===== src/hdl/lspx_pkg.sv =====
// ----------------------------------------------------------------------------
// lspx_pkg
// Shared widths, register indexes, CORDIC arctangent table and beat types
// for the lidar polar-to-Cartesian converter.
// ----------------------------------------------------------------------------
package lspx_pkg;

  // field widths
  localparam int DIST_W    = 24;
  localparam int POS_W     = 25;
  localparam int INTEN_W   = 16;
  localparam int ANGLE_W   = 32;
  localparam int CFG_W     = 32;
  localparam int CFG_IDX_W = 2;
  // datapath width: prescaled distance keeps 16 fraction bits (< 2^40) plus sign and growth
  localparam int ACC_W     = 42;
  localparam int RND_W     = 27;

  // register indexes
  localparam logic [CFG_IDX_W-1:0] REG_RANGE_MIN   = 2'd0;
  localparam logic [CFG_IDX_W-1:0] REG_RANGE_MAX   = 2'd1;
  localparam logic [CFG_IDX_W-1:0] REG_ANGLE_START = 2'd2;
  localparam logic [CFG_IDX_W-1:0] REG_ANGLE_STEP  = 2'd3;

  // 30 m in distance units
  localparam logic [DIST_W-1:0] RANGE_MAX_RST = 24'd122880;

  // 1/K of the CORDIC in Q30
  localparam logic [29:0] INV_GAIN_Q30 = 30'd652032874;

  localparam logic signed [RND_W-1:0] POS_LIMIT = 27'sd16777215;

  // atan(2^-i) in binary angle units
  localparam logic [31:0] ATAN_TAB [32] = '{
    32'h20000000, 32'h12E4051E, 32'h09FB385B, 32'h051111D4, 32'h028B0D43,
    32'h0145D7E1, 32'h00A2F61E, 32'h00517C55, 32'h0028BE53, 32'h00145F2F,
    32'h000A2F98, 32'h000517CC, 32'h00028BE6, 32'h000145F3, 32'h0000A2FA,
    32'h0000517D, 32'h000028BE, 32'h0000145F, 32'h00000A30, 32'h00000518,
    32'h0000028C, 32'h00000146, 32'h000000A3, 32'h00000051, 32'h00000029,
    32'h00000014, 32'h0000000A, 32'h00000005, 32'h00000003, 32'h00000001,
    32'h00000001, 32'h00000000
  };

  // side info that rides along with a beat
  typedef struct packed {
    logic               kept;
    logic               neg;
    logic [INTEN_W-1:0] intensity;
    logic               last;
  } lspx_meta_t;

  // one beat inside the rotation chain
  typedef struct packed {
    logic signed [ACC_W-1:0]   x;
    logic signed [ACC_W-1:0]   y;
    logic signed [ANGLE_W-1:0] z;
    lspx_meta_t                meta;
  } lspx_beam_t;

endpackage


===== src/hdl/lspx_cell.sv =====
// ----------------------------------------------------------------------------
// lspx_cell
// One CORDIC rotation cell: a fixed shift by STAGE and one table angle.
// Passes its registered beat to the next cell each enabled cycle.
// ----------------------------------------------------------------------------
module lspx_cell import lspx_pkg::*; #(
  parameter int STAGE = 0
) (
  input  logic       clk,
  input  logic       rst,
  input  logic       en,
  input  logic       beam_valid_i,
  input  lspx_beam_t beam_i,
  output logic       beam_valid_o,
  output lspx_beam_t beam_o
);

  logic signed [ACC_W-1:0]   xs;
  logic signed [ACC_W-1:0]   ys;
  logic signed [ANGLE_W-1:0] step_angle;
  lspx_beam_t                beam_next;

  assign xs         = beam_i.x >>> STAGE;
  assign ys         = beam_i.y >>> STAGE;
  assign step_angle = $signed(ATAN_TAB[STAGE]);

  // rotate toward zero residual angle
  always_comb begin
    beam_next = beam_i;
    if (!beam_i.z[ANGLE_W-1]) begin
      beam_next.x = beam_i.x - ys;
      beam_next.y = beam_i.y + xs;
      beam_next.z = beam_i.z - step_angle;
    end else begin
      beam_next.x = beam_i.x + ys;
      beam_next.y = beam_i.y - xs;
      beam_next.z = beam_i.z + step_angle;
    end
  end

  always_ff @(posedge clk) begin
    if (rst) begin
      beam_valid_o <= 1'b0;
    end else if (en) begin
      beam_valid_o <= beam_valid_i;
    end
  end

  always_ff @(posedge clk) begin
    if (en) begin
      beam_o <= beam_next;
    end
  end

endmodule


===== config.mk =====
export PLATFORM = sky130hd
export DESIGN_NAME = lspx_cell
export DESIGN_NICKNAME = d
export VERILOG_FILES = /design/src/hdl/lspx_pkg.sv /design/src/hdl/lspx_cell.sv
export SDC_FILE = /design/constraint.sdc
export NUM_CORES = 1
export LEC_CHECK = 0
export CAP_MARGIN = 20
export CORE_ASPECT_RATIO = 0.9
export CORE_MARGIN = 1.5
export CORE_UTILIZATION = 45
export CTS_CLUSTER_DIAMETER = 80
export CTS_CLUSTER_SIZE = 30
export DETAILED_ROUTE_END_ITERATION = 8
export DONT_BUFFER_PORTS = 1
export HOLD_SLACK_MARGIN = 0.02
export PLACE_DENSITY = 0.72
export SLEW_MARGIN = 20
export SYNTH_ARGS = -nofsm -noshare
export SYNTH_HDL_FRONTEND = slang
export SYNTH_SLANG_ARGS = --single-unit

===== constraint.sdc =====
create_clock -name clk -period 3.6 [get_ports clk]
set_input_delay 0.72 -clock clk [delete_from_list [all_inputs] [get_ports clk]]
set_output_delay 0.72 -clock clk [all_outputs]
set_load 0.03 [all_outputs]

==> Yosys cells after proc, flatten, opt, wreduce, memory -nomap -nowiden <==
Index checks and enable logic that the tools add are counted.
{ "totals": {"reg_bits": 136, "out_inout_bits": 136, "elab_cells": 14} }
{ "op_classes": {"addsub": 5, "n_mux": 1} }
{ "ops": {"columns": ["operator", "count"], "rows": [
  ["116-bit 2-to-1 mux", 1],
  ["42-bit subtractor", 2],
  ["42-bit adder", 1],
  ["32-bit by 31-bit adder with 32-bit output, second input constant", 1],
  ["32-bit by 31-bit subtractor with 32-bit output, second input constant", 1]
]} }

==> Logic depth before layout (Yosys ltp) <==
{ "depth": {"depth_word": 2, "depth_mapped": 13, "mapped_depth_nobuf": 12} }

==> Least setup slack after synthesis <==
Ideal clock, no wire load.
{ "synth_timing": {"path_kind": "in2reg", "start": "input port beam_i[51] in the netlist's numbering", "end": "register beam_o[75] in the netlist's numbering (data pin)", "setup_time_ps": 267, "arrival_ps": 3128, "slack_ps": 205, "path_stages": 11, "path_buffers": 0, "path_cell_list": "ha_1 -> fa_1 -> nor2b_1 -> o311a_1 -> o21a_1 -> a211o_1 -> o21ai_1 -> nand2_1 -> a21bo_1 -> mux2_2 -> xnor2_1"} }
{ "synth_rtl": {"columns": ["element", "line_no", "text"], "rows": [
  ["from (decl)", "lspx_cell.sv:13", "input lspx_beam_t beam_i,"],
  ["to (signal assigned)", "lspx_cell.sv:51", "beam_o <= beam_next;"],
  ["to (decl)", "lspx_cell.sv:15", "output lspx_beam_t beam_o"]
]} }

==> results.md <==
- Outcome: finished clean
- Cell variety after synth: 87
- N_diodes: 0
- WS Path Type: input port to flop
- IO buf count: 0
- Nets: 1655
- Routed wire length: 38600 µm
- Initial Utilization: 0.462
- Combinational group share of total power: 0.274
- Largest net degree at the start of global routing: 136
- Area grow syn2layout: 14.8%
- H-tree levels: 4
- First-pass DRT Iterations: 6
- Worst-Margin Slew: 0.738 ns
- Root Driver: clkbuf_16
- Min Tclk post-route: 3.37 ns
- Setup slack, reg-to-reg: 2.81 ns
- Share of post-route cells with drive strength above 1: 0.133
- Syn_nets: 1567
- Setup-failing EPs final: 0
- Post-Synthesis Cells: 1301
- Critical path data required time: 3.77 ns
- Longest Clk Path Bufs: 2
- Grt total ovfl: 0
- FMAX: 297 MHz
- Hold Crit Class: input port to flop
- IO Count: 275
- Setup bufs post-CTS: 0
- Mapped Avg Cell Area: 8.99 µm²
- Clock power frac: 0.298
- VDD IR max: 0.000269 V
- Die footprint: 0.0270 mm²
- Remaining DRCs: 0
- Die height: 156 µm
- DP HPWL: 30900 µm
- Sw Ratio: 0.378
- Max_slew headroom: 0.509
- CTS tree: built
- Post-CTS Hold Buffers: 0
- Asr flop ratio synth: 0
- Net switching power: 2.28 mW
- Number of global-route vias before repair: 9991
- RSZ-0062 raised after global routing: false
- Num CTS Buffers: 17
- Initial antenna violation count: 0
- Vias/cell: 6.11
- WL/cell: 22.1 µm
- Arrival @ worst endpoint: 3.54 ns
- Total power per unit cell area: 449 mW/mm²
- Clock latency at the later pin of the worst-skew pair: 0.43 ns
- Type of origin of the critical path: input port
- Global-route usage over all layers: 0.282
- Sequential power share: 0.428
- Yosys reg bits: 135
- Leak: 5.68 nW
- Main synth FF type: edfxtp_1
- CTS-repair resized insts: 0
- Setup Skew: 0 ns
- First-pass GRT wire length: 58500 µm
- Ys Warns: 0
- Placed cells: 1712
- EDFF count, synth: 134
- Std cell rows: 55
- Final ANT Viol Nets: 0
- DRT iter0 DRCs: 1563
- Final cell count without fillers: 1744
- Die X-Extent: 173 µm
- Slew Limit Fails: 0
- Hold Fails Final Rpt: 0
- Crit end category: flop
- CTS Sinks: 135
- Cell internal pwr: 3.75 mW
- Routability cong.: 1.05
- Clock-pin slew on the worst setup and hold paths: 0.06 ns
- Synthesized area: 0.0117 mm²
- Vias after detailed routing: 10700
- Critical Path Fanout Max: 6
- TNS Setup: 0 ns
- Number of max-cap violations: 0
- Sequential-to-total area share from yosys stat: 0.346
- Fin crit share: 0.936
- Total core area: 0.0253 mm²
## per-stage QoR
stage,hold slack (ns),util,power (mW),setup slack [ns],area (µm²)
final,0.360,0.530,6.03,0.231,13400
after global routing,0.345,0.530,6.25,0.0978,13400
after CTS,0.347,0.530,6.01,0.316,13400
after detailed placement,0.667,0.507,4.22,-0.109,12800
after global placement,0.649,0.507,4.20,-0.0630,12800
after floorplan,0.630,-,3.61,0.205,11700
## Yosys cell counts, drive strengths merged (27+ instances only)
library cell,count,share of area
buf,27,0.013
inv,128,0.041
a21oi,149,0.065
nor2,106,0.035
ha,123,0.13
nand2,62,0.020
edfxtp,134,0.34
o21bai,35,0.022
clkbuf,32,0.010
xnor2,69,0.052
o21ai,88,0.038
a21o,31,0.020
## final timing paths
check	cells past startpoint	end	from
setup / recovery	12	beam_o[126]$_DFFE_PP_	beam_i[69]
hold / removal	1	beam_valid_o$_SDFFE_PP0P_	rst
setup reg to reg	2	beam_valid_o$_SDFFE_PP0P_	beam_valid_o$_SDFFE_PP0P_
hold reg to reg	2	beam_valid_o$_SDFFE_PP0P_	beam_valid_o$_SDFFE_PP0P_
## registers in the layout (all words and copies together), names as in the netlist
name and cells:
beam_o 134, beam_valid_o 1
## layer usage
metal	part of all wire	vias up	routed length [µm]	global-route usage
met5	0	-	0	0
met4	0.027	0	1050	0.0986
met3	0.11	71	4070	0.0634
met2	0.44	682	17000	0.435
met1	0.43	5000	16400	0.389
li1	-	4899	-	-
## final cells by class
type / instances / area (µm²)
clock inverters: 14 / 166
multi-input cells: 973 / 6880
fillers: 2356 / 11900
clock buffers: 18 / 429
repair buffers: 128 / 973
well taps: 342 / 428
flip-flops and latches: 135 / 4040
inverters: 134 / 503
## worst max-delay path: stages
cell,delay (ns)
inv_1,0.02
ha_1,0.39
buf_4,0.19
a21oi_1,0.12
o21bai_1,0.07
a21oi_1,0.31
nor2_1,0.15
o41ai_1,0.61
o21ai_0,0.31
a21oi_1,0.29
o221ai_1,0.19
xnor2_1,0.16
## kinds of logic after synthesis
group	Yosys count	share of synthesized area
flip-flops	135	0.346
AO/OA/AOI/OAI	442	0.245
AND/OR/NAND/NOR	304	0.127
XOR/XNOR	79	0.0592
adder cells (fa/ha/maj)	127	0.138
buffers and inverters	193	0.0658
multiplexers	21	0.0182
## cell usage in the layout, fill, tap and decap left out, types with 8 or more instances in the layout
cell type and instances:
edfxtp_1 134, mux2i_1 19, o21a_1 10, nor4_1 12, nand2_1 62, ha_1 123, a21oi_1 146, nor2b_1 10
inv_1 128, clkbuf_16 17, nand2b_1 10, buf_4 127, nor2_1 104, o31ai_1 15, nand3_1 23, xnor2_1 69
o21ai_0 83, xor2_1 10, a211oi_1 14, nand4_1 17, a21o_1 31, nor3_1 23, o21bai_1 35, a31oi_1 15
or2_2 8, o211ai_1 17
## power by group through the flow
stage | Combinational [mW] | Clock, mW | Sequential (mW)
floorplan | 1.06 | 0 | 2.54
global placement | 1.58 | 0 | 2.62
detailed placement | 1.60 | 0 | 2.62
CTS | 1.61 | 1.81 | 2.59
global route | 1.78 | 1.88 | 2.59
finish | 1.65 | 1.80 | 2.58
(Power assumes the default switching activity.)
