--- config.mk ---
export PLATFORM = sky130hd
export DESIGN_NAME = lspx_front
export DESIGN_NICKNAME = d
export VERILOG_FILES = /design/src/hdl/lspx_pkg.sv /design/src/hdl/lspx_front.sv
export SDC_FILE = /design/constraint.sdc
export NUM_CORES = 1
export LEC_CHECK = 0
export CORE_MARGIN = 2
export CORE_UTILIZATION = 50
export CTS_BUF_LIST = sky130_fd_sc_hd__clkbuf_4
export DETAILED_ROUTE_END_ITERATION = 10
export DONT_BUFFER_PORTS = 1
export GPL_TIMING_DRIVEN = 1
export MAX_ROUTING_LAYER = met4
export PLACE_DENSITY = 0.64
export SYNTH_ARGS = -nofsm -noshare
export SYNTH_HDL_FRONTEND = slang
export SYNTH_SLANG_ARGS = --single-unit
--- constraint.sdc ---
create_clock -name clk -period 16.2 [get_ports clk]
set_clock_uncertainty 0.05 [all_clocks]
set_input_delay 3.24 -clock clk [delete_from_list [all_inputs] [get_ports clk]]
set_output_delay 3.24 -clock clk [all_outputs]
set_load 0.01 [all_outputs]
--- src/hdl/lspx_pkg.sv ---
// ----------------------------------------------------------------------------
// lspx_pkg
// Shared widths, register indexes, CORDIC arctangent table and beat types
// for the lidar polar-to-Cartesian converter.
// ----------------------------------------------------------------------------
package lspx_pkg;

  // field widths
  localparam int DIST_W    = 24;
  localparam int POS_W     = 25;
  localparam int INTEN_W   = 16;
  localparam int ANGLE_W   = 32;
  localparam int CFG_W     = 32;
  localparam int CFG_IDX_W = 2;
  // datapath width: prescaled distance keeps 16 fraction bits (< 2^40) plus sign and growth
  localparam int ACC_W     = 42;
  localparam int RND_W     = 27;

  // register indexes
  localparam logic [CFG_IDX_W-1:0] REG_RANGE_MIN   = 2'd0;
  localparam logic [CFG_IDX_W-1:0] REG_RANGE_MAX   = 2'd1;
  localparam logic [CFG_IDX_W-1:0] REG_ANGLE_START = 2'd2;
  localparam logic [CFG_IDX_W-1:0] REG_ANGLE_STEP  = 2'd3;

  // 30 m in distance units
  localparam logic [DIST_W-1:0] RANGE_MAX_RST = 24'd122880;

  // 1/K of the CORDIC in Q30
  localparam logic [29:0] INV_GAIN_Q30 = 30'd652032874;

  localparam logic signed [RND_W-1:0] POS_LIMIT = 27'sd16777215;

  // atan(2^-i) in binary angle units
  localparam logic [31:0] ATAN_TAB [32] = '{
    32'h20000000, 32'h12E4051E, 32'h09FB385B, 32'h051111D4, 32'h028B0D43,
    32'h0145D7E1, 32'h00A2F61E, 32'h00517C55, 32'h0028BE53, 32'h00145F2F,
    32'h000A2F98, 32'h000517CC, 32'h00028BE6, 32'h000145F3, 32'h0000A2FA,
    32'h0000517D, 32'h000028BE, 32'h0000145F, 32'h00000A30, 32'h00000518,
    32'h0000028C, 32'h00000146, 32'h000000A3, 32'h00000051, 32'h00000029,
    32'h00000014, 32'h0000000A, 32'h00000005, 32'h00000003, 32'h00000001,
    32'h00000001, 32'h00000000
  };

  // side info that rides along with a beat
  typedef struct packed {
    logic               kept;
    logic               neg;
    logic [INTEN_W-1:0] intensity;
    logic               last;
  } lspx_meta_t;

  // one beat inside the rotation chain
  typedef struct packed {
    logic signed [ACC_W-1:0]   x;
    logic signed [ACC_W-1:0]   y;
    logic signed [ANGLE_W-1:0] z;
    lspx_meta_t                meta;
  } lspx_beam_t;

endpackage

--- src/hdl/lspx_front.sv ---
// ----------------------------------------------------------------------------
// lspx_front
// Configuration registers, beam angle accumulator, range check, quadrant
// fold and distance prescale by 1/K. One register stage.
// ----------------------------------------------------------------------------
module lspx_front import lspx_pkg::*; (
  input  logic                 clk,
  input  logic                 rst,
  input  logic                 en,
  input  logic                 cfg_write,
  input  logic [CFG_IDX_W-1:0] cfg_index,
  input  logic [CFG_W-1:0]     cfg_data,
  input  logic                 in_valid,
  input  logic [DIST_W-1:0]    distance,
  input  logic [INTEN_W-1:0]   intensity_in,
  input  logic                 not_a_number,
  input  logic                 first_of_scan,
  input  logic                 last_of_scan_in,
  output logic                 beam_valid,
  output lspx_beam_t           beam
);

  logic [DIST_W-1:0]  dist_lo;
  logic [DIST_W-1:0]  dist_hi;
  logic [ANGLE_W-1:0] angle_start;
  logic [ANGLE_W-1:0] angle_step;
  logic [ANGLE_W-1:0] beam_angle;

  logic [ANGLE_W-1:0] angle;
  logic               fold;
  logic [53:0]        prod;
  lspx_beam_t         beam_next;

  // angle of this beat and quadrant fold
  assign angle = first_of_scan ? angle_start : beam_angle;
  assign fold  = angle[ANGLE_W-1] ^ angle[ANGLE_W-2];
  assign prod  = {30'd0, distance} * {24'd0, INV_GAIN_Q30};

  always_comb begin
    beam_next.x              = $signed({2'b00, prod[53:14]});
    beam_next.y              = '0;
    beam_next.z              = $signed({angle[ANGLE_W-1] ^ fold, angle[ANGLE_W-2:0]});
    beam_next.meta.kept      = !not_a_number && (distance >= dist_lo) &&
                               (distance <= dist_hi);
    beam_next.meta.neg       = fold;
    beam_next.meta.intensity = intensity_in;
    beam_next.meta.last      = last_of_scan_in;
  end

  // control: registers, accumulator, valid
  always_ff @(posedge clk) begin
    if (rst) begin
      dist_lo     <= '0;
      dist_hi     <= RANGE_MAX_RST;
      angle_start <= '0;
      angle_step  <= '0;
      beam_angle  <= '0;
      beam_valid  <= 1'b0;
    end else begin
      if (cfg_write) begin
        case (cfg_index)
          REG_RANGE_MIN:   dist_lo     <= cfg_data[DIST_W-1:0];
          REG_RANGE_MAX:   dist_hi     <= cfg_data[DIST_W-1:0];
          REG_ANGLE_START: angle_start <= cfg_data[ANGLE_W-1:0];
          REG_ANGLE_STEP:  angle_step  <= cfg_data[ANGLE_W-1:0];
          default: ;
        endcase
      end
      if (en) begin
        beam_valid <= in_valid;
        if (in_valid) begin
          beam_angle <= angle + angle_step;
        end
      end
    end
  end

  // payload
  always_ff @(posedge clk) begin
    if (en) begin
      beam <= beam_next;
    end
  end

endmodule

## After elaboration in Yosys (flattened, before gate mapping)

Index checks and enable logic that the tools add are counted.

| cells by class | value |
|---|---|
| bitwise gates (word level) | 2 |
| add/sub/neg operators | 1 |
| muxes and demuxes | 1 |
| multipliers | 1 |
| eq/ne operators | 3 |
| order comparisons | 2 |
| reductions and logical operators | 9 |

Operators with widths:

| kind | number |
|---|---|
| $mul A24 B29 Y53 const B | 1 |
| $add A32 B32 Y32 | 1 |
| $mux W32 | 1 |
| $ge A24 B24 Y1 | 1 |
| $le A24 B24 Y1 | 1 |
| $reduce_and A2 Y1 | 5 |
| $eq A2 B2 Y1 const B | 2 |
| $eq A2 B1 Y1 const B | 1 |
| $logic_and A1 B1 Y1 | 2 |
| $logic_not A2 Y1 | 1 |
| $xor A1 B1 Y1 | 2 |
| $logic_not A1 Y1 | 1 |

| storage, ports and cells | value |
|---|---|
| logic and storage cells | 31 |
| bits of input ports | 82 |
| register bits | 236 |

## Longest topological paths before layout

Gate-level depths: netlist of the first run.

| logic depth | value |
|---|---|
| depth in word-level cells | 3 |
| mapped depth | 26 |

## Least setup slack after synthesis of the first run

Ideal clock, no wire load.

| timing | value |
|---|---|
| kind | input-to-reg |
| start point | input distance[6] |
| end point | register beam[115] (netlist bit), data pin |
| arrival | 8.806 ns |
| cell stages on the path | 24 |
| buffers on the path | 0 |
| required time | 15.888 ns |
| setup slack | 7.082 ns |
| cells stage by stage | ha_1 > inv_1 > fa_1 > inv_1 > fa_1 > inv_1 > fa_1 > fa_1 > inv_1 > fa_1 > inv_1 > fa_1 > inv_1 > ha_1 > a21oi_1 > nor3_1 > or2_0 > a221oi_1 > o21ai_1 > a21oi_1 > o21ai_1 > a41oi_1 > o21bai_1 > xor2_1 |

RTL lines:

| what | line | text |
|---|---|---|
| start: declaration | lspx_front.sv:14 | `input logic [DIST_W-1:0] distance,` |
| end signal: assignment | lspx_front.sv:81 | `beam <= beam_next;` |
| end: declaration | lspx_front.sv:20 | `output lspx_beam_t beam` |

==> key figures, run 1 <==
Global routing
  – Residual overflow from global routing: 0
  – Maximum number of pins on one net before global-route repair: 155
  – Number of antenna violations at the first check in global routing: 3
  – Global-route met1 utilization: between 30% and 40%
  – Total Routing Usage GR: 26.4%
  – Most crowded layer after global routing: met2
  – Wire length of the first global-routing pass: about 93000 um
  – Met3 track utilization from global routing: 4.09%
  – Vias in the first global route: 16635
  – Met2 track demand over resource in global routing: 42.5%

Worst setup path
  – Biggest cell delay along the critical path: 0.56 ns
  – Sort of element at the start of the critical path: input pin
  – Data arrival time at the worst-slack endpoint: 9.45 ns
  – Maximum fanout encountered on the critical timing path: 9
  – Cells along the critical path: ha_1 -> inv_1 -> fa_1 -> inv_1 -> fa_1 -> inv_1 -> fa_1 -> fa_1 -> inv_1 -> fa_1 -> inv_1 -> fa_1 -> inv_1 -> ha_1 -> a21oi_1 -> o21bai_1 -> a21oi_1 -> a21oi_2 -> a211oi_2 -> nor2_2 -> a311o_1 -> a21oi_2 -> xnor2_1
  – WP data required: 16.66 ns
  – Setup crit start: distance[6]
  – CP max stage cell: fa_1
  – R2R Path Start: angle_start[1]$_SDFFE_PP0P_
  – Capturing element type of the critical path: flop
  – Category of the critical setup timing path: input pin to flop

Placed design
  – Count of input and output buffers: 0
  – Final GP Congestion: 0.936
  – Sum of net half-perimeters after detailed placement: 48500 um
  – Instance area after placement: 23400 sq um

Timing
  – Unrepaired setup endpoints after global routing: no
  – Relative slew margins: 30.0%
  – Final setup violation count: 0
  – Final Hold Slack: 0.398 ns
  – Fin Setup TNS: 0 ns
  – Count of pins over their slew limit: 0
  – Post-route clock period utilization: 55.5%
  – FMAX: 111 MHz
  – Measured slew at the worst slew-check pin: 1.05 ns
  – Tmin final: 8.99 ns
  – Hold violation count in the final report: 0

Layout
  – Area of all placed cells without fillers: 24200 sq um
  – Net count of the finished layout: 3055
  – Proportion of layout cells with a drive suffix above 1: 6.28%
  – Syn-to-layout area delta: 5.51%

CTS
  – Largest buffer count on any clock path: 3
  – Clock network latency to the later pin of the worst-skew pair: 0.84 ns
  – Post-cts resize count: 0
  – Quantity of hold-fixing buffers added after cts: 0
  – Number of setup buffers added after CTS: 0
  – Number of sinks handled by clock tree synthesis: 235
  – Clock H-tree levels: 2
  – Clk Tree Root Cell: clkbuf_4
  – Clock slew at reported path FFs: 0.07 ns
  – Inserted Clock Buffers: 61
  – Clock tree from TritonCTS: built

Floorplanning
  – Top-level I/O count: 218
  – Initial Utilization: 50.6%
  – Die Span Y: 218 um
  – Overall die area: 47600 sq um
  – Die Wd: 218 um
  – Placeable core region: 45400 sq um
  – Placement row count: 78

Yosys
  – Dominant cell type by area after synthesis: fa_1
  – Per-instance average area after synthesis: 9.75 sq um
  – Flip-flop cell with the highest count after synthesis: dfxtp_1
  – Sequential fraction of the synthesis area: 24.4%
  – FF+latch count, synth: 235
  – Synth top area share: around 25%
  – Synth Instances: approximately 2400
  – Synth top area cells: fa_1 (25%), ha_1 (17%), dfxtp_1 (13%)
  – Warnings from Yosys: 0
  – Post-synth ARST share: 0%
  – Area of the mapped netlist: 23000 sq um
  – Library cells used by synthesis: 67
  – Number of synthesized flops with an enable pin: 90

Run status
  – Outcome: finished clean

Job
  – Maxcap violations: 0

Route
  – Vias after detailed routing: ~16000
  – Per-cell routed wire length: 19.7 um
  – Final wirelength: 59600 um
  – Detailed-router iteration count before antenna repair: 6
  – Detailed router's first-iteration violation count: 783
  – Via count normalized by instance count: 5.20
  – Routed Antenna Nets: 0
  – Residual DRC count: 0

Hold path
  – Class of the tightest hold or removal check: flop to flop
  – Worst min-delay path startpoint: beam_angle[16]$_SDFFE_PP0P_
-- cells in the mapped netlist (4+ instances only) --
master      n
a21oi_1   208
nor3_1      5
a31oi_1     4
a21oi_2     4
clkbuf_1   51
o211ai_1    4
fa_1      290
inv_1     488
o21bai_1    8
xor2_1     30
nand3_1    15
nand2b_1   15
ha_1      317
o21a_1      9
a41oi_1     5
a211oi_1    6
or2_2       6
buf_4      45
o21ai_1    10
a211o_1     6
edfxtp_1   90
or4_1       4
nand4_1    17
a21o_1     55
nor2b_1    16
and3_1     10
nor3b_1     5
a221oi_1    4
o21ai_0    27
xnor2_1    39
dfxtp_1   145
nor2_1     45
nand2_1   287
mux2_2     30
-- placed cells by master (no fill, tap or decap), types with 30 or more instances in the layout --
| master | instances |
|---|---|
| nor2_1 | 44 |
| nand2_1 | 287 |
| dfxtp_1 | 145 |
| inv_1 | 488 |
| conb_1 | 44 |
| clkbuf_4 | 83 |
| edfxtp_1 | 90 |
| a21o_1 | 55 |
| xnor2_1 | 39 |
| xor2_1 | 30 |
| mux2_2 | 30 |
| ha_1 | 317 |
| fa_1 | 290 |
| a21oi_1 | 208 |
-- critical path: cells and delay by family --
family          cells  cell delay [ns]
fa+ha+maj           8             3.78
compound gates      7             1.76
buf+inv             6             0.41
simple gates        1             0.19
xor+xnor            1             0.07
-- area by class of cell --
| type | count | area (sq um) |
|---|---|---|
| sequential | 235 | 5610 |
| timing repair buffer | 5 | 37.5 |
| fill | 4166 | 21200 |
| inverter | 488 | 1830 |
| tap | 600 | 751 |
| clock inverter | 33 | 208 |
| multi-input combinational | 1575 | 15200 |
| antenna | 3 | 7.51 |
| clock buffer | 83 | 623 |
-- per-stage QoR --
| step | util [%] | worst slack (ns) | cells |
|---|---|---|---|
| finish | 53.4 | 7.21 | 3022 |
| global route | 53.4 | 7.02 | 3022 |
| CTS | 53.3 | 7.30 | 3019 |
| detailed placement | 51.5 | 6.40 | 2903 |
| global placement | 51.5 | 6.49 | 2903 |
| floorplan | - | 7.08 | 2396 |
-- logic make-up (layout without fill, tap and decap cells) --
family | count (synthesis) | after routing | synth area share, %
muxes | 32 | 32 | 1.56
and+or+nand+nor | 447 | 447 | 8.60
buffers and inverters | 586 | 609 | 10.3
AOI/OAI and AO/OA | 376 | 376 | 9.88
other | 1 | 47 | 0.0163
adders and majority gates | 607 | 607 | 42.6
DFF | 235 | 235 | 24.4
xor gates and xnor gates | 69 | 69 | 2.63
-- worst paths after layout --
path         depth (start not counted)                          end  slack, ns
max                                 23          beam[127]$_DFFE_PP_       7.21
min reg2reg                          2  beam_angle[16]$_SDFFE_PP0P_       0.40
min                                  2  beam_angle[16]$_SDFFE_PP0P_       0.40
max reg2reg                         13  beam_angle[25]$_SDFFE_PP0P_      12.98
-- state kept, by name (all words and copies together), names as in the netlist --
signal / cells
angle_start: 32
beam: 90
dist_lo: 24
beam_angle: 32
angle_step: 32
dist_hi: 24
beam_valid: 1
-- routing by layer --
| layer | vias up | routed length, um |
|---|---|---|
| li1 | 7556 | - |
| met1 | 7750 | 27000 |
| met2 | 346 | 28300 |
| met3 | 72 | 2990 |
| met4 | 0 | 1260 |
| met5 | - | 0 |
Power of run 1 is not shown: default switching activity piles up to over one toggle a cycle in this logic, so the estimate is an artifact.
==> inputs of run 2 (changes only) <==
--- a/config.mk
+++ b/config.mk
@@ -12,7 +12,7 @@
 export DONT_BUFFER_PORTS = 1
 export GPL_TIMING_DRIVEN = 1
 export MAX_ROUTING_LAYER = met4
-export PLACE_DENSITY = 0.64
+export PLACE_DENSITY = 0.67
 export SYNTH_ARGS = -nofsm -noshare
 export SYNTH_HDL_FRONTEND = slang
 export SYNTH_SLANG_ARGS = --single-unit
==> constraint.sdc (replaced) <==
create_clock -name clk -period 8.1 [get_ports clk]
set_clock_uncertainty 0.05 [all_clocks]
set_input_delay 1.62 -clock clk [delete_from_list [all_inputs] [get_ports clk]]
set_output_delay 1.62 -clock clk [all_outputs]
set_load 0.01 [all_outputs]
==> run 2 against run 1 <==
- clock-buffer cell count rose by 10
- sequential share of layout area fell by 0.097 points
- utilization grew 0.22 points
- first-iteration DRC count up 13%
- via count increased by 0.40%
- sequential cell count did not move
- critical path type unchanged
- global-route usage grew 0.073 points
- final cell count up 0.50%
- wire length hardly changed
- worst hold slack is essentially flat
- die area did not move
- largest cell class unchanged
- design area up 0.42%
==> key figures, run 2 (synthesized netlist as in run 1, its figures left out) <==
Global routing
  – Total Routing Usage GR: 26.5% (was 26.4%)
  – Met2 track demand over resource in global routing: 43.5% (was 42.5%)
  – Most crowded layer after global routing: met2 (unchanged)
  – Met3 track utilization from global routing: 4.52% (was 4.09%)
  – Residual overflow from global routing: 0 (unchanged)
  – Wire length of the first global-routing pass: 93400 um (was 93300 um)
  – Global-route met1 utilization: 34.8% (was 35.2%)
  – Vias in the first global route: 16585 (was 16635)
  – Maximum number of pins on one net before global-route repair: 155 (unchanged)
  – Number of antenna violations at the first check in global routing: 3 (unchanged)

Worst setup path
  – R2R Path Start: angle_start[1]$_SDFFE_PP0P_ (unchanged)
  – Terminus of the critical flop-to-flop path: beam_angle[31]$_SDFFE_PP0P_ (was beam_angle[25]$_SDFFE_PP0P_)
  – Data arrival time at the worst-slack endpoint: 7.66 ns (was 9.45 ns)
  – Category of the critical setup timing path: input pin to flop (unchanged)
  – WP data required: 8.62 ns (was 16.66 ns)
  – CP max stage cell: fa_1 (unchanged)
  – Cell with the most instances on the worst path: fa_1
  – Sort of element at the start of the critical path: input pin (unchanged)
  – Biggest cell delay along the critical path: 0.58 ns (was 0.56 ns)
  – Cell count of the worst reg-to-reg path: 13 (unchanged)
  – Cells along the critical path: inv_1 -> ha_1 -> inv_1 -> fa_1 -> fa_1 -> fa_1 -> fa_1 -> fa_1 -> inv_1 -> fa_1 -> inv_1 -> ha_1 -> a21oi_1 -> o21ai_1 -> or2_0 -> a221oi_1 -> o21ai_1 -> a21oi_1 -> o21ai_1 -> a41oi_1 -> o21bai_1 -> xor2_1 (was ha_1 -> inv_1 -> fa_1 -> inv_1 -> fa_1 -> inv_1 -> fa_1 -> fa_1 -> inv_1 -> fa_1 -> inv_1 -> fa_1 -> inv_1 -> ha_1 -> a21oi_1 -> o21bai_1 -> a21oi_1 -> a21oi_2 -> a211oi_2 -> nor2_2 -> a311o_1 -> a21oi_2 -> xnor2_1)
  – Maximum fanout encountered on the critical timing path: 9 (unchanged)
  – Worst R2R Setup Slack: 4.72 ns (was 12.98 ns)
  – Capturing element type of the critical path: flop (unchanged)

Route
  – Vias after detailed routing: 15787 (was 15724)
  – Detailed router's first-iteration violation count: 881 (was 783)
  – Final wirelength: 59500 um (was 59600 um)
  – Via count normalized by instance count: 5.20 (about the same)
  – Routed Antenna Nets: 0 (unchanged)
  – Detailed-router iteration count before antenna repair: 5 (was 6)
  – Residual DRC count: 0 (unchanged)
  – Per-cell routed wire length: 19.6 um (was 19.7 um)

Layout
  – Core Util, Final: 53.6% (was 53.4%)
  – Area of all placed cells without fillers: 24300 sq um (was 24200 sq um)
  – Net count of the finished layout: 3072 (was 3055)
  – Most frequent standard cell in the layout excluding fill and tap cells: inv_1 (unchanged)
  – Most frequent cells in the layout: inv_1 (488), ha_1 (317), fa_1 (290) (unchanged)
  – Proportion of layout cells with a drive suffix above 1: 7.15% (was 6.28%)
  – Syn-to-layout area delta: 5.95% (was 5.51%)
  – Largest register FFs: 90 (unchanged)
  – Largest register by flop count: beam (unchanged)

CTS
  – Clock slew at reported path FFs: 0.07 ns (about the same)
  – Clk Tree Root Cell: clkbuf_4 (unchanged)
  – Number of sinks handled by clock tree synthesis: 235 (unchanged)
  – Clock network latency to the later pin of the worst-skew pair: 0.82 ns (was 0.84 ns)
  – Number of setup buffers added after CTS: 0 (unchanged)
  – Largest buffer count on any clock path: 3 (unchanged)
  – Clock H-tree levels: 2 (unchanged)
  – Post-cts resize count: 0 (unchanged)
  – Clock tree from TritonCTS: built (unchanged)
  – Inserted Clock Buffers: 61 (unchanged)
  – Quantity of hold-fixing buffers added after cts: 0 (unchanged)

Placed design
  – Final GP Congestion: 0.949 (was 0.936)
  – Count of input and output buffers: 0 (unchanged)
  – Instance area after placement: 23500 sq um (was 23400 sq um)
  – Sum of net half-perimeters after detailed placement: 48800 um (was 48500 um)

Floorplanning
  – Placeable core region: 45400 sq um (unchanged)
  – Placement row count: 78 (unchanged)
  – Die Span Y: 218 um (unchanged)
  – Die Wd: 218 um (unchanged)
  – Overall die area: 47600 sq um (unchanged)
  – Initial Utilization: 50.6% (unchanged)
  – Top-level I/O count: 218 (unchanged)

Timing
  – Unrepaired setup endpoints after global routing: no (unchanged)
  – Measured slew at the worst slew-check pin: 1.05 ns (about the same)
  – Relative slew margins: 29.8% (was 30.0%)
  – Tmin final: ~7 ns
  – Fin Setup TNS: 0 ns (unchanged)
  – Post-route clock period utilization: 88.2%
  – Final setup violation count: 0 (unchanged)
  – Count of pins over their slew limit: 0 (unchanged)
  – FMAX: roughly 140 MHz
  – Hold violation count in the final report: 0 (unchanged)

Hold path
  – Sink of the worst hold path: angle_start[20]$_SDFFE_PP0P_ (was beam_angle[16]$_SDFFE_PP0P_)
  – Hold Crit Depth: 2 (unchanged)
  – Worst min-delay path startpoint: angle_start[20]$_SDFFE_PP0P_ (was beam_angle[16]$_SDFFE_PP0P_)
  – Class of the tightest hold or removal check: flop to flop (unchanged)

Run status
  – Outcome: finished clean (unchanged)

Job
  – Maxcap violations: 0 (unchanged)
[run 2: changes by cell type in the layout (fill, tap and decap cells not counted), sizes merged]
cell    before  now
buf          5   22
diode        3    4
clkinv      28   17
clkbuf      83   93
bufinv       2    0
[run 2: how the worst max path moves through the flow]
stage / end / slack, ns / depth (start not counted) / startpoint
global placement: beam[115]$_DFFE_PP_ / 0.26 / 24 / distance[4]
floorplan: beam[115]$_DFFE_PP_ / 0.60 / 24 / distance[6]
CTS: beam[115]$_DFFE_PP_ / 1.08 / 22 / distance[0]
global route: beam[115]$_DFFE_PP_ / 0.66 / 22 / distance[6]
finish: beam[115]$_DFFE_PP_ / 0.96 / 22 / distance[13]
detailed placement: beam[115]$_DFFE_PP_ / 0.17 / 22 / distance[0]
[run 2: worst max-delay path, delay by kind of cell]
kind	cells	cell delay [ns]
fa+ha+maj	8	3.63
buf+inv	4	0.38
xor+xnor	1	0.14
simple gates	1	0.24
compound gates	8	1.62
[run 2: per-stage QoR]
stage | std cells | setup WS [ns] | hold slack [ns]
5_1_grt | 3037 | 0.663 | 0.411
3_3_place_gp | 2920 | 0.260 | 0.380
2_1_floorplan | 2396 | 0.602 | 0.371
3_5_place_dp | 2920 | 0.174 | 0.386
4_1_cts | 3033 | 1.08 | 0.394
6_report | 3037 | 0.958 | 0.398
[run 2: cell type report]
cell class / instances / area (sq um)
diodes: 4 / 10.0
clock buffers: 93 / 698
clock inverters: 20 / 101
fillers: 4164 / 21100
inverters: 488 / 1830
multi-input cells: 1575 / 15200
flip-flops and latches: 235 / 5610
well taps: 600 / 751
repair buffers: 22 / 165
[run 2: layer usage]
metal	routed length (um)	share of wire, %	vias to the layer above
li1	-	-	7588
met1	26900	45	7796
met2	28900	48	348
met3	2940	4.9	55
met4	865	1.5	0
met5	0	0	-
Power of run 2 is left out for the same reason.
