--- src/hdl/lspx_pkg.sv ---
// ----------------------------------------------------------------------------
// lspx_pkg
// Shared widths, register indexes, CORDIC arctangent table and beat types
// for the lidar polar-to-Cartesian converter.
// ----------------------------------------------------------------------------
package lspx_pkg;

  // field widths
  localparam int DIST_W    = 24;
  localparam int POS_W     = 25;
  localparam int INTEN_W   = 16;
  localparam int ANGLE_W   = 32;
  localparam int CFG_W     = 32;
  localparam int CFG_IDX_W = 2;
  // datapath width: prescaled distance keeps 16 fraction bits (< 2^40) plus sign and growth
  localparam int ACC_W     = 42;
  localparam int RND_W     = 27;

  // register indexes
  localparam logic [CFG_IDX_W-1:0] REG_RANGE_MIN   = 2'd0;
  localparam logic [CFG_IDX_W-1:0] REG_RANGE_MAX   = 2'd1;
  localparam logic [CFG_IDX_W-1:0] REG_ANGLE_START = 2'd2;
  localparam logic [CFG_IDX_W-1:0] REG_ANGLE_STEP  = 2'd3;

  // 30 m in distance units
  localparam logic [DIST_W-1:0] RANGE_MAX_RST = 24'd122880;

  // 1/K of the CORDIC in Q30
  localparam logic [29:0] INV_GAIN_Q30 = 30'd652032874;

  localparam logic signed [RND_W-1:0] POS_LIMIT = 27'sd16777215;

  // atan(2^-i) in binary angle units
  localparam logic [31:0] ATAN_TAB [32] = '{
    32'h20000000, 32'h12E4051E, 32'h09FB385B, 32'h051111D4, 32'h028B0D43,
    32'h0145D7E1, 32'h00A2F61E, 32'h00517C55, 32'h0028BE53, 32'h00145F2F,
    32'h000A2F98, 32'h000517CC, 32'h00028BE6, 32'h000145F3, 32'h0000A2FA,
    32'h0000517D, 32'h000028BE, 32'h0000145F, 32'h00000A30, 32'h00000518,
    32'h0000028C, 32'h00000146, 32'h000000A3, 32'h00000051, 32'h00000029,
    32'h00000014, 32'h0000000A, 32'h00000005, 32'h00000003, 32'h00000001,
    32'h00000001, 32'h00000000
  };

  // side info that rides along with a beat
  typedef struct packed {
    logic               kept;
    logic               neg;
    logic [INTEN_W-1:0] intensity;
    logic               last;
  } lspx_meta_t;

  // one beat inside the rotation chain
  typedef struct packed {
    logic signed [ACC_W-1:0]   x;
    logic signed [ACC_W-1:0]   y;
    logic signed [ANGLE_W-1:0] z;
    lspx_meta_t                meta;
  } lspx_beam_t;

endpackage

--- src/hdl/lspx_back.sv ---
// ----------------------------------------------------------------------------
// lspx_back
// Rounds the rotated vector to distance units, undoes the fold, saturates,
// and holds the result beat in the output register.
// ----------------------------------------------------------------------------
module lspx_back import lspx_pkg::*; (
  input  logic                    clk,
  input  logic                    rst,
  input  logic                    en,
  input  logic                    beam_valid,
  input  lspx_beam_t              beam,
  output logic                    out_valid,
  output logic signed [POS_W-1:0] pos_x,
  output logic signed [POS_W-1:0] pos_y,
  output logic [INTEN_W-1:0]      intensity_out,
  output logic                    kept,
  output logic                    last_of_scan_out
);

  function automatic logic signed [POS_W-1:0] finish(
    input logic signed [ACC_W-1:0] v,
    input logic                    neg
  );
    logic signed [ACC_W-1:0] vr;
    logic signed [RND_W-1:0] r;
    begin
      vr = v + 42'sd32768;
      r  = RND_W'(vr >>> 16);
      if (neg) begin
        r = -r;
      end
      if (r > POS_LIMIT) begin
        r = POS_LIMIT;
      end else if (r < -POS_LIMIT) begin
        r = -POS_LIMIT;
      end
      finish = r[POS_W-1:0];
    end
  endfunction

  always_ff @(posedge clk) begin
    if (rst) begin
      out_valid <= 1'b0;
    end else if (en) begin
      out_valid <= beam_valid;
    end
  end

  // result payload; dropped beams report the origin
  always_ff @(posedge clk) begin
    if (en) begin
      pos_x            <= beam.meta.kept ? finish(beam.x, beam.meta.neg) : '0;
      pos_y            <= beam.meta.kept ? finish(beam.y, beam.meta.neg) : '0;
      intensity_out    <= beam.meta.intensity;
      kept             <= beam.meta.kept;
      last_of_scan_out <= beam.meta.last;
    end
  end

endmodule

--- config.mk ---
export PLATFORM = sky130hd
export DESIGN_NAME = lspx_back
export DESIGN_NICKNAME = d
export VERILOG_FILES = /design/src/hdl/lspx_pkg.sv /design/src/hdl/lspx_back.sv
export SDC_FILE = /design/constraint.sdc
export NUM_CORES = 1
export LEC_CHECK = 0
export BUFFER_PORTS_ARGS = -buffer_cell sky130_fd_sc_hd__buf_4
export CAP_MARGIN = 10
export CORE_ASPECT_RATIO = 2
export CORE_MARGIN = 5
export CORE_UTILIZATION = 46
export CTS_BUF_LIST = sky130_fd_sc_hd__clkbuf_2 sky130_fd_sc_hd__clkbuf_4 sky130_fd_sc_hd__clkbuf_8
export CTS_CLUSTER_SIZE = 25
export DETAILED_ROUTE_END_ITERATION = 12
export PLACE_DENSITY = 0.75
export SYNTH_ARGS = -nofsm -noshare
export SYNTH_HDL_FRONTEND = slang
export SYNTH_SLANG_ARGS = --single-unit
--- constraint.sdc ---
create_clock -name clk -period 5.8 [get_ports clk]
set_input_delay 0.87 -clock clk [delete_from_list [all_inputs] [get_ports clk]]
set_output_delay 0.87 -clock clk [all_outputs]
set_load 0.005 [all_outputs]
==> Word-level counts from Yosys, hierarchy flattened <==
Cells that the tools add are included.
{ "totals": {"regBits": 69, "latchBits": 0, "mem_bits_rw": 0, "rom_bits": 0, "out_inout_bits": 69, "word_cells": 27, "memories": 0} }
{ "classes": {"addsub": 4, "n_mul": 0, "div": 0, "n_lt_le_gt_ge": 4, "eq_ne": 0, "shift": 0, "n_mux": 8, "bitwise": 1, "reduce_logical": 2} }
{ "ops": {"columns": ["operator", "n"], "rows": [
  ["$mux W27", 4],
  ["$add A42 B17 Y42 const B", 2],
  ["$gt A27 B25 Y1 const B", 2],
  ["$lt A27 B25 Y1 const B", 2],
  ["$neg A26 Y27", 2],
  ["$mux W25", 2],
  ["$mux W24", 2],
  ["$reduce_or A2 Y1", 2],
  ["$not A1 Y1", 1]
]} }

==> Logic depth before layout (Yosys ltp) <==
Gate-level depths: netlist (run 1).
{ "depth": {"ltp_word": 7, "depth_mapped": 16, "mapped_depth_nobuf": 13} }

==> Least setup slack after synthesis (run 1) <==
No wires, ideal clock.
{ "synth_path": {"path_type": "input to register", "start": "input port beam[66] (netlist name)", "end": "register pos_y[0] (data pin)", "setup_ns": 0.259, "arrival_ns": 4.271, "required_time_ns": 5.541, "slack_ns": 1.270, "path_stages": 14, "path_cell_list": "ha_1 -> clkbuf_1 -> nand4_1 -> nor4_1 -> xnor2_1 -> nand3_1 -> or4_1 -> buf_2 -> or4_1 -> a211oi_2 -> nor3_1 -> and4_1 -> buf_6 -> o31a_1"} }
{ "synth_between": {"elab_chain_len": 7} }
{ "synth_lines": {"columns": ["item", "line", "source"], "rows": [
  ["from (decl)", "lspx_back.sv:11", "input lspx_beam_t beam,"],
  ["$add A42 B17 Y42 (*)", "lspx_back.sv:27", "vr = v + 42'sd32768;"],
  ["$neg A26 Y27", "lspx_back.sv:30", "r = -r;"],
  ["$mux W27 (*)", "lspx_back.sv:29", "if (neg) begin"],
  ["$mux W27 (*)", "lspx_back.sv:51", "if (en) begin"],
  ["$lt A27 B25 Y1", "lspx_back.sv:34", "end else if (r < -POS_LIMIT) begin"],
  ["$mux W25", "lspx_back.sv:34", null],
  ["$mux W24 (*)", "lspx_back.sv:32", "if (r > POS_LIMIT) begin"],
  ["to (signal assigned)", "lspx_back.sv:53", "pos_y <= beam.meta.kept ? finish(beam.y, beam.meta.neg) : '0;"],
  ["to (decl)", "lspx_back.sv:14", "output logic signed [POS_W-1:0] pos_y,"]
]} }
Every way passes the cells marked *; elsewhere a longest branch is shown, timed or not. The select of a mux whose other input is x is not followed.
A chain may end at the register's enable or synchronous reset.

==> Worst setup path in the final report (run 1) <==
{ "layout_path": {"start": "input port beam[108] (netlist name)", "end": "register pos_x[9] (data pin)"} }
{ "layout_between": {"elab_chain_len": 7} }
{ "layout_lines": {"columns": ["item", "line", "source"], "rows": [
  ["$add A42 B17 Y42 (*)", "lspx_back.sv:27", null],
  ["$neg A26 Y27", "lspx_back.sv:30", null],
  ["$mux W27 (*)", "lspx_back.sv:29", null],
  ["$mux W27 (*)", "lspx_back.sv:51", null],
  ["$lt A27 B25 Y1", "lspx_back.sv:34", null],
  ["$mux W25", "lspx_back.sv:34", null],
  ["$mux W24 (*)", "lspx_back.sv:32", null],
  ["to (signal assigned)", "lspx_back.sv:52", "pos_x <= beam.meta.kept ? finish(beam.x, beam.meta.neg) : '0;"],
  ["to (decl)", "lspx_back.sv:13", "output logic signed [POS_W-1:0] pos_x,"]
]} }
Marks and branches as above.

==> impl_metrics.json, run 1 <==
{
  "synth_top_family_by_area": "simple AND/OR/NAND/NOR gates",
  "slew_headroom_pct": 40.8,
  "synth_top_cell_by_area": "edfxtp_1",
  "slew_viol_final": 0,
  "clk_latency_ns": 0.33,
  "synth_compound_area_share_pct": 18.1,
  "synthFlopType": "edfxtp_1",
  "yosys-top-cells-count": "77 x nand2_1, 68 x edfxtp_1, 64 x nand3_1",
  "cts_hold_buf": 0,
  "core_area_um2": 13500,
  "clkTransAtPathRegs_ns": 0.07,
  "nFillCells": 1272,
  "muxShareOfSynthArea_pct": 1.50,
  "clock_path_buffers": 2,
  "crit_fanout": 13,
  "drive_above_1_share_pct": 23.5,
  "ys_async_sr_fraction_pct": 0,
  "p_leak_nw": 2.78,
  "drt-wirelength-per-cell_um": 16.5,
  "htreeDepth": 3,
  "die_area_um2": 16300,
  "cellPowerDensity_nw_per_um2": 186,
  "grt_max_degree": 70,
  "num_vias": 6175,
  "fp.dieH_um": 176,
  "synth-simple-area-share_pct": 29.4,
  "synth_top_area_share_pct": 32.3,
  "final_hold_viol_count": 0,
  "synth-seq-area-share_pct": 32.6,
  "syn_nets": 891,
  "cts_root_buf": "clkbuf_8",
  "n_antenna_cell": 0,
  "drcViolationCount": 0,
  "gp_congestion": 0.893,
  "status": "completed",
  "fin_worst_skew_ns": 0,
  "yosys_warnings": 0,
  "synthAdderAreaFrac_pct": 0.791,
  "synth-seq-cells": 69,
  "row_count": 60,
  "total_power_mw": 1.42,
  "ys_top_cells_by_area": "edfxtp_1 32%, xnor2_1 8.6%, nand3_1 5.1%",
  "initial_core_util_pct": 46.8,
  "setup_violations": 0,
  "clkSinkCount": 69,
  "fin_tns_setup_ns": 0,
  "ys_types": 78,
  "synth_edf_count": 68,
  "antenna_found_initial": 0,
  "drt_wl_total_mm": 16.8,
  "grt_pass1_wl_mm": 27.1,
  "regToRegSetupSlack_ns": 5.20,
  "tightest_slew_ns": 0.888,
  "rsz0062_at_grt": "no",
  "grt_pass1_vias": 5618,
  "worstPathArrival_ns": 4.85,
  "ios": 208,
  "fin_nets": 1002,
  "final_area_um2": 7630,
  "cts-resized-gates": 0,
  "placed_area_um2": 7420,
  "min_path_type": "reg -> reg",
  "fmax_ghz": 0.209,
  "critPathLaunchType": "input port",
  "whs_ns": 0.517,
  "drt-pass1-iter-count": 4,
  "syn_area_um2": 6320,
  "globalRouteOverflowTotal": 0,
  "synth_xor_area_share_pct": 13.0,
  "numPortBuffers": 145,
  "drv_cap": 0,
  "ir_drop_v": 0.000102,
  "syn_to_final_growth_pct": 20.6,
  "first_iter_violations": 245,
  "synth.avg_cell_area_um2": 8.46,
  "synth_most_common_cell": "nand2_1",
  "post_cts_buffers": 0,
  "end_kind": "flip-flop",
  "drtAntennaViolNets": 0,
  "die_w_um": 92.9,
  "viasPerCell": 6.06,
  "dpl.hpwl_mm": 13.6,
  "grt_usage_pct": 20.2,
  "synth_cells": 748,
  "layout_min_cycle_time_ns": 4.79,
  "worstSetupPathType": "in -> reg",
  "cts_inserted_buffers": 9,
  "cts_tree": "built",
  "fin_crit_sh_pct": 82.5,
  "required_ns": 5.86
}
per-stage QoR:
| step | instances | worst slack, ns | utilization (%) |
|---|---|---|---|
| floorplan | 748 | 1.27 | - |
| global placement | 1003 | 0.775 | 54.9 |
| detailed placement | 1003 | 0.779 | 54.9 |
| CTS | 1019 | 1.12 | 56.4 |
| global route | 1019 | 0.734 | 56.4 |
| finish | 1019 | 1.01 | 56.4 |
cell type report:
| type | instances | area (um^2) | share of cell area (%) |
|---|---|---|---|
| Clock inverter | 6 | 71.3 | 0.935 |
| Timing Repair Buffer | 154 | 1160 | 15.2 |
| Inverter | 11 | 41.3 | 0.541 |
| Multi-Input combinational cell | 614 | 3970 | 52.1 |
| Clock buffer | 10 | 131 | 1.72 |
| Tap cell | 155 | 194 | 2.54 |
| Sequential cell | 69 | 2060 | 27.0 |
report_power, final:
group | internal (mW) | switching (mW) | total [mW]
sequential | 0.610 | 0.0129 | 0.623
clock | 0.206 | 0.179 | 0.385
combinational | 0.188 | 0.225 | 0.413
total | 1.00 | 0.417 | 1.42
final timing paths:
kind,cells past startpoint,end,start
worst max-delay path,11,pos_x[9],beam[108]
worst min-delay path,2,out_valid,out_valid
worst max register to register,2,out_valid,out_valid
worst min register to register,2,out_valid,out_valid
cells by family (layout without fill, tap and decap cells):
kind of cell               after synthesis  count (layout)
AOI/OAI and AO/OA                      159             159
xor gates and xnor gates                94              94
adders and majority gates                4               4
buffers and inverters                   65             181
DFF                                     69              69
muxes                                    9               9
and+or+nand+nor                        348             348
flip-flops by register name, summed over array words and instances, names as in the netlist:
name	count
pos_x	25
pos_y	25
intensity_out	16
kept	1
last_of_scan_out	1
out_valid	1
worst max-delay path, cell delays in order:
cell and delay (ns):
buf_4 0.11, ha_1 0.30, and3_1 0.41, o2111ai_1 0.19
a211o_1 0.38, a2111oi_0 0.57, nand4_1 0.42, o41ai_1 0.57
a32oi_1 0.44, nand2_1 0.42, o211ai_1 0.16
cell usage in the layout (no fill, tap or decap), types with 6 or more instances in the layout:
cell / instances
and2_1: 11
clkbuf_8: 9
or4_1: 9
a21oi_1: 26
or2_2: 10
o21ai_0: 29
a31oi_1: 9
or3_1: 6
nor3_1: 20
nand2_1: 77
xnor2_1: 62
o41ai_1: 8
nand2b_1: 10
a32oi_1: 6
and3_1: 13
edfxtp_1: 68
and4_1: 9
nor2_1: 52
nand3b_1: 8
o31ai_1: 15
buf_4: 154
nor4_1: 20
xor2_1: 32
inv_1: 10
nand3_1: 64
nand4_1: 19
o211ai_1: 10
metal layers:
layer  share of wire (%)  track usage, %
met5                   0               0
met4                 3.4            9.97
met1                  39            23.9
met2                  51            35.1
met3                 5.9            3.00
Power figures use the tool's default switching activity.
==> inputs of run 2 (changes only) <==
--- a/config.mk
+++ b/config.mk
@@ -13,7 +13,7 @@
 export CTS_BUF_LIST = sky130_fd_sc_hd__clkbuf_2 sky130_fd_sc_hd__clkbuf_4 sky130_fd_sc_hd__clkbuf_8
 export CTS_CLUSTER_SIZE = 25
 export DETAILED_ROUTE_END_ITERATION = 12
-export PLACE_DENSITY = 0.75
+export PLACE_DENSITY = 0.78
 export SYNTH_ARGS = -nofsm -noshare
 export SYNTH_HDL_FRONTEND = slang
 export SYNTH_SLANG_ARGS = --single-unit
==> constraint.sdc (replaced) <==
create_clock -name clk -period 4.21 [get_ports clk]
set_input_delay 0.6315 -clock clk [delete_from_list [all_inputs] [get_ports clk]]
set_output_delay 0.6315 -clock clk [all_outputs]
set_load 0.005 [all_outputs]
==> run 2 against run 1 <==
Compared with the run above:
- global-route usage grew 1.4 points
- critical path depth grew 1
- sequential cell count is the same
- final cell count grew 3.8%
- routed wire length grew 4.8%
- sequential power grew 38%
- register-to-register slack lost 1.6 ns
- power grew 36%
- setup slack lost 0.69 ns
- critical path type unchanged
- highest routed layer unchanged
==> impl_metrics.json, run 2 (synthesis results as in run 1) <==
{
  "fmax_ghz": 0.257,
  "clock_path_buffers": 2,
  "status": "completed",
  "htreeDepth": 3,
  "initial_core_util_pct": 46.8,
  "reg_top3": "pos_x: 25 flops, pos_y: 25 flops, intensity_out: 16 flops",
  "slew_viol_final": 0,
  "cts_root_buf": "clkbuf_8",
  "row_count": 60,
  "ir_drop_v": 0.000169,
  "drt_wl_total_mm": 17.6,
  "fin_tns_setup_ns": 0,
  "post_cts_buffers": 0,
  "die_w_um": 92.9,
  "syn_to_final_growth_pct": 25.2,
  "end_kind": "flip-flop",
  "cts_hold_buf": 0,
  "drv_cap": 0,
  "grt_usage_pct": 21.6,
  "grt_pass1_vias": 6117,
  "cts_inserted_buffers": 9,
  "worstPathArrival_ns": 4.05,
  "viasPerCell": 6.00,
  "cellPowerDensity_nw_per_um2": 244,
  "globalRouteOverflowTotal": 0,
  "tightest_slew_ns": 0.827,
  "cts_tree": "built",
  "drtAntennaViolNets": 0,
  "n_antenna_cell": 0,
  "grt_pass1_wl_mm": 29.0,
  "gp_congestion": 0.959,
  "final_hold_viol_count": 0,
  "placed_area_um2": 7740,
  "grt_max_degree": 70,
  "ios": 208,
  "drcViolationCount": 0,
  "min_path_type": "in -> reg",
  "final_area_um2": 7920,
  "worstSetupPathType": "in -> reg",
  "mostFrequentLayoutCells": "192 x buf_4, 77 x nand2_1, 68 x edfxtp_1",
  "setup_violations": 0,
  "clkTransAtPathRegs_ns": 0.08,
  "cts-resized-gates": 0,
  "critPathLaunchType": "input port",
  "numPortBuffers": 145,
  "layout_min_cycle_time_ns": 3.89,
  "antenna_found_initial": 0,
  "die_area_um2": 16300,
  "num_vias": 6344,
  "rsz0062_at_grt": "no",
  "nFillCells": 1287,
  "slew_headroom_pct": 44.9,
  "clk_latency_ns": 0.34,
  "drt-pass1-iter-count": 5,
  "drive_above_1_share_pct": 27.0,
  "fin_crit_sh_pct": 92.4,
  "core_area_um2": 13500,
  "dpl.hpwl_mm": 14.5,
  "final_common_cell": "buf_4",
  "p_leak_nw": 2.97,
  "fin_worst_skew_ns": 0,
  "first_iter_violations": 354,
  "crit_fanout": 7,
  "drt-wirelength-per-cell_um": 16.6,
  "regToRegSetupSlack_ns": 3.59,
  "required_ns": 4.36,
  "fin_nets": 1041,
  "clkSinkCount": 69,
  "fp.dieH_um": 176
}
## run 2: cell count changes in the layout (fill, tap and decap cells not counted), sizes merged
cell    delta
buf       +39
bufinv     -1
clkbuf     -1
clkinv     -1
inv        +3
## run 2: stage by stage
stage	utilization, %	hold WS [ns]	std cells	worst slack (ns)	power [mW]
6_report	58.6	0.441	1058	0.318	1.93
3_3_place_gp	57.3	0.474	1042	0.0868	1.46
4_1_cts	58.6	0.419	1058	0.378	1.95
5_1_grt	58.6	0.421	1058	0.0609	2.05
3_5_place_dp	57.3	0.517	1042	0.0236	1.47
2_1_floorplan	-	0.485	748	0.0300	1.18
## run 2: cell type report
cell class | count | area, um^2 | share of cell area (%)
Timing Repair Buffer | 193 | 1460 | 18.5
Clock buffer | 9 | 124 | 1.56
Tap cell | 155 | 194 | 2.45
Multi-Input combinational cell | 614 | 3980 | 50.2
Clock inverter | 7 | 57.6 | 0.727
Inverter | 11 | 41.3 | 0.521
Sequential cell | 69 | 2060 | 26.0
## run 2: layer usage
layer  vias up  track usage, %  part of all wire, %
met5         -               0                    0
met4         0            12.1                  5.0
met3        65            2.96                  5.8
met2       231            38.7                   52
met1      2913            23.9                   37
li1       3135               -                    -
## run 2: final timing paths
| path | start | to | cells past startpoint |
|---|---|---|---|
| max | beam[108] | pos_x[0] | 12 |
| min | rst | out_valid | 2 |
| max reg2reg | out_valid | out_valid | 2 |
| min reg2reg | out_valid | out_valid | 2 |
## run 2: where the power goes
group	total, mW	switching [mW]	internal (mW)
Sequential	0.859	0.0185	0.840
Clock	0.480	0.258	0.222
Combinational	0.594	0.318	0.276
Total	1.93	0.594	1.34
## run 2: worst max-delay path, cell delays in order
cell,delay (ns)
buf_4,0.11
ha_1,0.24
nand3_1,0.28
nor4_1,0.44
xor2_1,0.13
or4_1,0.51
or3_1,0.39
o221a_1,0.30
or4_1,0.53
nor2_1,0.10
nand4_1,0.09
a41oi_1,0.28
==> inputs of run 3 (changes only) <==
==> constraint.sdc (replaced) <==
create_clock -name clk -period 4.21 [get_ports clk]
set_input_delay 0.421 -clock clk [delete_from_list [all_inputs] [get_ports clk]]
set_output_delay 0.421 -clock clk [all_outputs]
set_load 0.005 [all_outputs]
==> run 3 against run 2 <==
Compared with the run above:
- worst hold slack got worse by 0.20 ns
- setup slack improved by 0.072 ns
- critical path depth fell by 1
- fmax rose by 1.9%
- routed wire length fell by 1.8%
- clock-buffer cell count did not move
- power rose by 4.6%
- via count fell by 1.9%
- largest power group unchanged
- utilization fell by 0.69 points
- sequential cell count did not move
- register-to-register slack improved by 0.02 ns
- non-clock buffer count fell by 16
==> impl_metrics.json, run 3 (synthesis results as in run 1) <==
{
  "fin_worst_skew_ns": 0,
  "cts_hold_buf": 0,
  "crit_buf_inv": 1,
  "core_area_um2": 13500,
  "slew_headroom_pct": 44.6,
  "numPortBuffers": 145,
  "cp_slowest_cell": "a2111oi_0",
  "grt_pass1_wl_mm": 28.7,
  "p_leak_nw": 2.90,
  "n_antenna_cell": 0,
  "status": "completed",
  "htreeDepth": 3,
  "critPathTopFamily": "compound AO/OA/AOI/OAI gates",
  "regToRegSetupSlack_ns": 3.61,
  "viasPerCell": 5.97,
  "gp_congestion": 0.959,
  "clkTransAtPathRegs_ns": 0.07,
  "num_vias": 6221,
  "layout_min_cycle_time_ns": 3.82,
  "worstPathArrival_ns": 3.88,
  "cts_root_buf": "clkbuf_8",
  "p_switching_mw": 0.576,
  "p_int_mw": 1.45,
  "globalRouteOverflowTotal": 0,
  "fin_nets": 1025,
  "tightest_slew_ns": 0.831,
  "cpPeakStageDelay_ns": 0.57,
  "fmax_ghz": 0.262,
  "fin_crit_sh_pct": 90.7,
  "critPathLaunchType": "input port",
  "grt_usage_pct": 21.2,
  "worstSetupPathType": "in -> reg",
  "dpl.hpwl_mm": 14.0,
  "drcViolationCount": 0,
  "grt_pass1_vias": 6027,
  "final_common_cell": "buf_4",
  "drtAntennaViolNets": 0,
  "first_iter_violations": 374,
  "swShare_pct": 28.5,
  "placed_area_um2": 7600,
  "fp.dieH_um": 176,
  "required_ns": 4.27,
  "final_hold_viol_count": 0,
  "syn_to_final_growth_pct": 23.7,
  "fin_tns_setup_ns": 0,
  "power_frac_comb_pct": 28.9,
  "post_cts_buffers": 0,
  "drive_above_1_share_pct": 25.6,
  "cp_cell_sequence": "buf_4, ha_1, and3_1, o2111ai_1, a211o_1, a2111oi_0, nand4_1, o41ai_1, a32oi_1, nand2_1, o211ai_1",
  "clock_path_buffers": 2,
  "drv_cap": 0,
  "initial_core_util_pct": 46.8,
  "min_path_type": "in -> reg",
  "cts_inserted_buffers": 9,
  "die_area_um2": 16300,
  "crit_fanout": 12,
  "cellPowerDensity_nw_per_um2": 258,
  "die_w_um": 92.9,
  "fin_util_pct": 57.9,
  "mostFrequentLayoutCells": "177 x buf_4, 77 x nand2_1, 68 x edfxtp_1",
  "grt_max_degree": 70,
  "clockPowerShare_pct": 28.6,
  "reg_top3": "pos_x: 25 flops, pos_y: 25 flops, intensity_out: 16 flops",
  "cts_tree": "built",
  "ir_drop_v": 0.000127,
  "drt-wirelength-per-cell_um": 16.6,
  "end_kind": "flip-flop",
  "drt_wl_total_mm": 17.3,
  "total_power_mw": 2.02,
  "drt-pass1-iter-count": 5,
  "slew_viol_final": 0,
  "pwr-share-seq_pct": 42.5,
  "rsz0062_at_grt": "no",
  "clkSinkCount": 69,
  "ios": 208,
  "setup_violations": 0,
  "antenna_found_initial": 0,
  "final_area_um2": 7830,
  "clk_latency_ns": 0.33,
  "cts-resized-gates": 0,
  "row_count": 60
}
run 3: worst register-to-register path, cell delays in order, from the launching register on:
cell     delay [ns]
dfxtp_1        0.31
mux2i_1        0.13
nor2_1         0.06
run 3: final timing paths:
check        cells past startpoint  startpoint   endpoint
max                             11   beam[108]   pos_x[6]
min                              2         rst  out_valid
max reg2reg                      2   out_valid  out_valid
min reg2reg                      2   out_valid  out_valid
run 3: layout make-up:
cell class	count	area [um^2]
clock buffer	9	124
clock inverter	7	97.6
fill	1268	5690
inverter	11	41.3
multi-input combinational	614	3980
sequential	69	2060
tap	155	194
timing repair buffer	177	1330
run 3: routing by layer:
layer	wire, um	global-route usage [%]
met2	9180	38.6
met5	0	0
met1	6500	23.9
met4	615	9.54
met3	1000	3.09
run 3: power by group through the flow:
stage / clock network [mW] / registers [mW] / logic, mW
after global routing: 0.628 / 0.865 / 0.645
final: 0.579 / 0.858 / 0.584
after global placement: 0 / 0.872 / 0.575
after detailed placement: 0 / 0.875 / 0.582
after CTS: 0.593 / 0.860 / 0.584
after floorplan: 0 / 0.883 / 0.300
run 3: stage by stage:
| step | setup slack (ns) | instances | hold slack [ns] |
|---|---|---|---|
| 5_1_grt | 0.0543 | 1042 | 0.216 |
| 3_5_place_dp | 0.110 | 1026 | 0.491 |
| 6_report | 0.391 | 1042 | 0.238 |
| 3_3_place_gp | 0.0639 | 1026 | 0.479 |
| 4_1_cts | 0.456 | 1042 | 0.218 |
| 2_1_floorplan | 0.129 | 748 | 0.485 |
